**config.mk**
```make
export PLATFORM = sky130hd
export DESIGN_NAME = lotv_cell
export DESIGN_NICKNAME = d
export VERILOG_FILES = /design/src/sv/lotv_pkg.sv /design/src/sv/lotv_cell.sv
export SDC_FILE = /design/constraint.sdc
export NUM_CORES = 1
export LEC_CHECK = 0
export ABC_AREA = 0
export BUFFER_PORTS_ARGS = -buffer_cell sky130_fd_sc_hd__clkbuf_2
export CORE_MARGIN = 4
export CORE_UTILIZATION = 25
export CTS_CLUSTER_SIZE = 8
export DETAILED_ROUTE_END_ITERATION = 6
export HOLD_SLACK_MARGIN = 0.1
export SYNTH_ARGS = -nofsm -noshare
export SYNTH_HDL_FRONTEND = slang
export SYNTH_SLANG_ARGS = --single-unit
```
**constraint.sdc**
```tcl
create_clock -name clock -period 11.9 [get_ports clock]
set_input_delay 0.595 -clock clock [delete_from_list [all_inputs] [get_ports clock]]
set_output_delay 0.595 -clock clock [all_outputs]
set_load 0.05 [all_outputs]
```
**src/sv/lotv_pkg.sv**
```systemverilog
package lotv_pkg;

   // default table depth
   localparam int LOTV_MAX_VOLUMES = 16;

   // width of the slot / count fields carried down the chain (holds up to 511)
   localparam int TOK_IDX_W = 9;

   // request kinds
   typedef enum logic [1:0] {
      FN_APPEND    = 2'd0,
      FN_TRANSLATE = 2'd1,
      FN_CLEAR     = 2'd2,
      FN_NONE      = 2'd3
   } lotv_func_type;

   // response codes
   typedef enum logic [1:0] {
      ST_OK       = 2'd0,
      ST_RANGE    = 2'd1,
      ST_FULL     = 2'd2,
      ST_OVERFLOW = 2'd3
   } lotv_status_type;

   // token handed from cell to cell
   typedef struct packed {
      logic                  valid;
      logic                  write;     // append: target cell loads wr_first / wr_end
      logic                  search;    // translate: cells look for the offset
      logic                  found;
      lotv_status_type       status;
      logic [3:0]            slot;
      logic [TOK_IDX_W-1:0]  target;    // append slot, or volume count for a search
      logic [31:0]           offset;
      logic [31:0]           req_pages;
      logic [31:0]           wr_first;
      logic [31:0]           wr_end;
      logic [31:0]           block;
      logic [31:0]           pages;
   } lotv_tok_type;

endpackage

```
**src/sv/lotv_cell.sv**
```systemverilog
module lotv_cell #(
   parameter int INDEX = 0
) (
   input  logic                   clock,
   input  logic                   reset,
   input  lotv_pkg::lotv_tok_type up_tok,
   output lotv_pkg::lotv_tok_type down_tok
);
   import lotv_pkg::*;

   localparam logic [TOK_IDX_W-1:0] MY_IDX = TOK_IDX_W'(INDEX);

   logic [31:0]  first_ff, first_in;
   logic [31:0]  end_ff, end_in;
   lotv_tok_type tok_ff, tok_in;
   logic         wr;
   logic         hit;
   logic [31:0]  rel;
   logic [31:0]  remain;

   // volume entry load on append
   always_comb begin
      wr       = up_tok.valid && up_tok.write && (up_tok.target == MY_IDX);
      first_in = wr ? up_tok.wr_first : first_ff;
      end_in   = wr ? up_tok.wr_end : end_ff;
   end

   // lookup against this entry, first match wins
   always_comb begin
      rel    = up_tok.offset - first_ff;
      remain = end_ff - up_tok.offset;
      hit    = up_tok.valid && up_tok.search && !up_tok.found && (MY_IDX < up_tok.target)
               && (up_tok.offset >= first_ff) && (up_tok.offset < end_ff);
      tok_in = up_tok;
      if (hit) begin
         tok_in.found = 1'b1;
         tok_in.slot  = 4'(INDEX);
         tok_in.block = rel + 32'd1;
         tok_in.pages = (up_tok.req_pages < remain) ? up_tok.req_pages : remain;
      end
   end

   // entry storage
   always_ff @(posedge clock) begin
      first_ff <= first_in;
      end_ff   <= end_in;
   end

   // token stage
   always_ff @(posedge clock) begin
      if (reset) begin
         tok_ff <= '0;
      end else begin
         tok_ff <= tok_in;
      end
   end

   assign down_tok = tok_ff;

endmodule

```
==> flow_summary.json <==
{
  "crit_start": "end_ff[5]",
  "fin_total_pwr_mw": 2.587,
  "yosys.area_share.simple_pct": 16.63,
  "clock_skew_ns": 0.01590,
  "num_vias": 11350,
  "wirelength_mm": 46.89,
  "holdPathStages": 1,
  "clockRootBuffer": "clkbuf_16",
  "worstPathMaxFanout": 32,
  "synth-main-ff-cell": "dfxtp_1",
  "synth-xor-area-share_pct": 3.493,
  "avgSynthCellArea_sq_um": 9.869,
  "dieArea_sq_um": 57950,
  "gp_congestion": 0.8580,
  "start_util_pct": 25.21,
  "grt_antenna_before_repair": 2,
  "synth_warnings": 0,
  "hold_path.class": "input pin to flip-flop",
  "layout_common_cells": "clkbuf_2, dfxtp_1, nor2_1",
  "slew_headroom_pct": 35.08,
  "status": "finished, final reports clean",
  "synth_cells": 1372,
  "grt.total_usage_pct": 15.48,
  "seq_power_share_pct": 38.9,
  "route.detailed.drc": 0,
  "worst_slack_ns": 6.701,
  "post_cts_resized": 0,
  "post-place-ws_ns": 6.244,
  "ys_seq_elements": 275,
  "dp_hpwl_mm": 38.02,
  "slew_viol_final": 0,
  "cts.sinks": 275,
  "cts_hold_buf": 0,
  "final_common_cell": "clkbuf_2",
  "finalWorstPathRequiredPeriod_ns": 5.199,
  "cp.required_ns": 12.35,
  "finalSetupViolCount": 0,
  "r2r_start": "end_ff[5]",
  "cp-end-kind": "flip-flop",
  "area_growth_pct": 29.78,
  "synth_edf_count": 64,
  "clkPwrFrac_pct": 41.9,
  "ir_drop_mv": 0.1402,
  "yosysSeqAreaShare_pct": 45.39,
  "drt_iter0_drc": 478,
  "die_h_microns": 240.7,
  "min-delay-start": "up_tok[112]",
  "power.share.combinational_pct": 19.2,
  "cp_data_arrival_time_ns": 5.65,
  "wl_per_cell_microns": 18.64,
  "synth_compound_area_share_pct": 14.11,
  "path_clk_slew_ns": 0.06,
  "maxCapViolCount": 0,
  "cts_tree": "done",
  "yosysUniqueCellTypes": 69,
  "die_w_microns": 240.7,
  "worst_pin_slew_ns": 0.9738,
  "startpoint_type": "flip-flop",
  "cts_buffers": 41,
  "drive_gt1_share_pct": 27.16,
  "synth_mux_area_share_pct": 1.478,
  "fin_nets": 2151,
  "synth_area_sq_um": 13540,
  "cts_setup_buffers": 0,
  "cts_max_path_buffers": 3,
  "power.internal_mw": 1.813,
  "leakage_nw": 8.195,
  "clkLatencyLatePin_ns": 0.55,
  "synth_adder_area_share_pct": 14.25,
  "grt_max_degree": 137,
  "cts_htree_levels": 2,
  "r2r_cells": 20,
  "r2r_slack_ns": 6.70,
  "grt_pass1_wl_mm": 68.46,
  "viasPerCell": 4.512,
  "p_sw_mw": 0.7735,
  "placementRows": 85,
  "finalCoreUtilization_pct": 32.72,
  "crit_type": "flip-flop to flip-flop",
  "period_share_pct": 43.69,
  "grt_pass1_vias": 11530,
  "hold-path-endpoint": "first_ff[16]",
  "ant_nets": 0,
  "finalSetupTns_ns": 0,
  "hold_viol": 0,
  "grt_overflow": 0,
  "holdWs_ns": 0.2393,
  "fp.coreArea_sq_um": 53710,
  "swShare_pct": 29.90,
  "ios": 424,
  "rsz0062_at_grt": "false",
  "synth_top_family_by_area": "simple AND/OR/NAND/NOR gates",
  "synth_fp_nets": 1729,
  "fmax_ghz": 0.1923,
  "firstDrtPassIters": 5,
  "io_buffers": 423,
  "async_flop_share_pct": 0,
  "r2r_end": "down_tok[27]",
  "cellPowerDensity_nw_per_um2": 147.2
}
==> through the flow <==
stage | instances | instance area, sq um
after global placement | 2447 | 16390
final | 2516 | 17570
after floorplan | 1372 | 13540
after detailed placement | 2447 | 16390
after CTS | 2515 | 17570
after global routing | 2515 | 17570
==> per-layer routing <==
metal | vias to the layer above | wire length, microns | track usage (%)
met4 | 2 | 1139 | 4.652
li1 | 5586 | - | -
met3 | 58 | 2726 | 3.200
met1 | 5360 | 20450 | 19.70
met2 | 347 | 22560 | 26.55
met5 | - | 7 | 0
==> cell usage after synthesis (4+ instances only) <==
cell,n,area (sq um)
nand2_1,52,195.2
o21ai_0,28,140.1
clkbuf_1,30,112.6
nor2b_1,122,763.2
mux2i_1,20,200.2
a211o_1,5,43.79
nand3_1,14,70.07
dfxtp_1,211,4224
xor2_1,22,192.7
o21bai_1,11,82.58
o21a_1,12,90.09
nand2b_1,11,68.82
or4_1,6,45.04
nor3b_1,5,37.54
inv_1,111,416.7
o21ai_1,6,30.03
a21o_1,24,180.2
o211a_1,7,70.07
a21oi_1,93,465.5
fa_1,17,340.3
buf_1,4,15.01
o31a_1,4,35.03
ha_1,127,1589
a211oi_1,37,277.8
a311oi_1,4,35.03
nand4_1,14,87.58
and2_1,9,56.30
nor4_1,4,25.02
edfxtp_1,64,1922
nand3b_1,4,30.03
nor2_1,148,555.5
nor3_1,26,130.1
a21boi_0,4,30.03
xnor2_1,32,280.3
and3_1,6,37.54
or3_1,5,31.28
o31ai_1,4,30.03
a31oi_1,10,62.56
o211ai_1,4,30.03
buf_2,14,70.07
==> power by group through the flow <==
stage               clock network [mW]  registers (mW)  logic, mW
floorplan                            0            1.16      0.197
global placement                     0            1.02      0.496
detailed placement                   0            1.03      0.501
CTS                               1.13            1.01      0.503
global route                      1.16            1.01      0.540
finish                            1.08            1.01      0.496
==> layout make-up <==
type                            count  area (sq um)
Inverter                          111         416.7
Sequential cell                   275          6146
Clock buffer                       64          1132
Antenna cell                        1         2.502
Fill cell                        5558         36130
Multi-Input combinational cell    936          6782
Tap cell                          696         870.8
Timing Repair Buffer              429          2171
Clock inverter                      4         52.55
==> worst max path at each step <==
stage | end | slack (ns)
3_5_place_dp | down_tok[27] | 6.24
5_1_grt | down_tok[27] | 6.19
2_1_floorplan | down_tok[0] | 7.16
4_1_cts | down_tok[27] | 6.65
6_report | down_tok[27] | 6.70
3_3_place_gp | down_tok[27] | 6.30
==> registers in the layout, indices dropped and copies added, names as in the netlist <==
signal and flops:
down_tok 211, first_ff 32, end_ff 32
==> cells by family (layout without fill, tap and decap cells) <==
group,count (synthesis),in the layout
xor+xnor,54,54
compound gates,279,279
simple gates,439,439
mux,20,20
fa+ha+maj,144,144
buf+inv,161,608
other cells,0,1
flops,275,275
==> worst max-delay path, stage by stage (launching register included) <==
cell and delay (ns):
edfxtp_1 0.41, ha_1 0.38, nand4_1 0.15, o21bai_1 0.18
a21o_1 0.19, a21oi_1 0.42, a21oi_1 0.25, o21ai_0 0.21
a21bo_2 0.18, a21oi_1 0.08, xor2_1 0.16, ha_1 0.31
nand4_1 0.11, or3_1 0.41, or4_1 0.44, a2111oi_2 0.33
nor3_2 0.10, buf_4 0.24, nor3b_1 0.20, mux2i_1 0.12
a311oi_1 0.24
No activity file was read; power rests on OpenSTA's default activity.
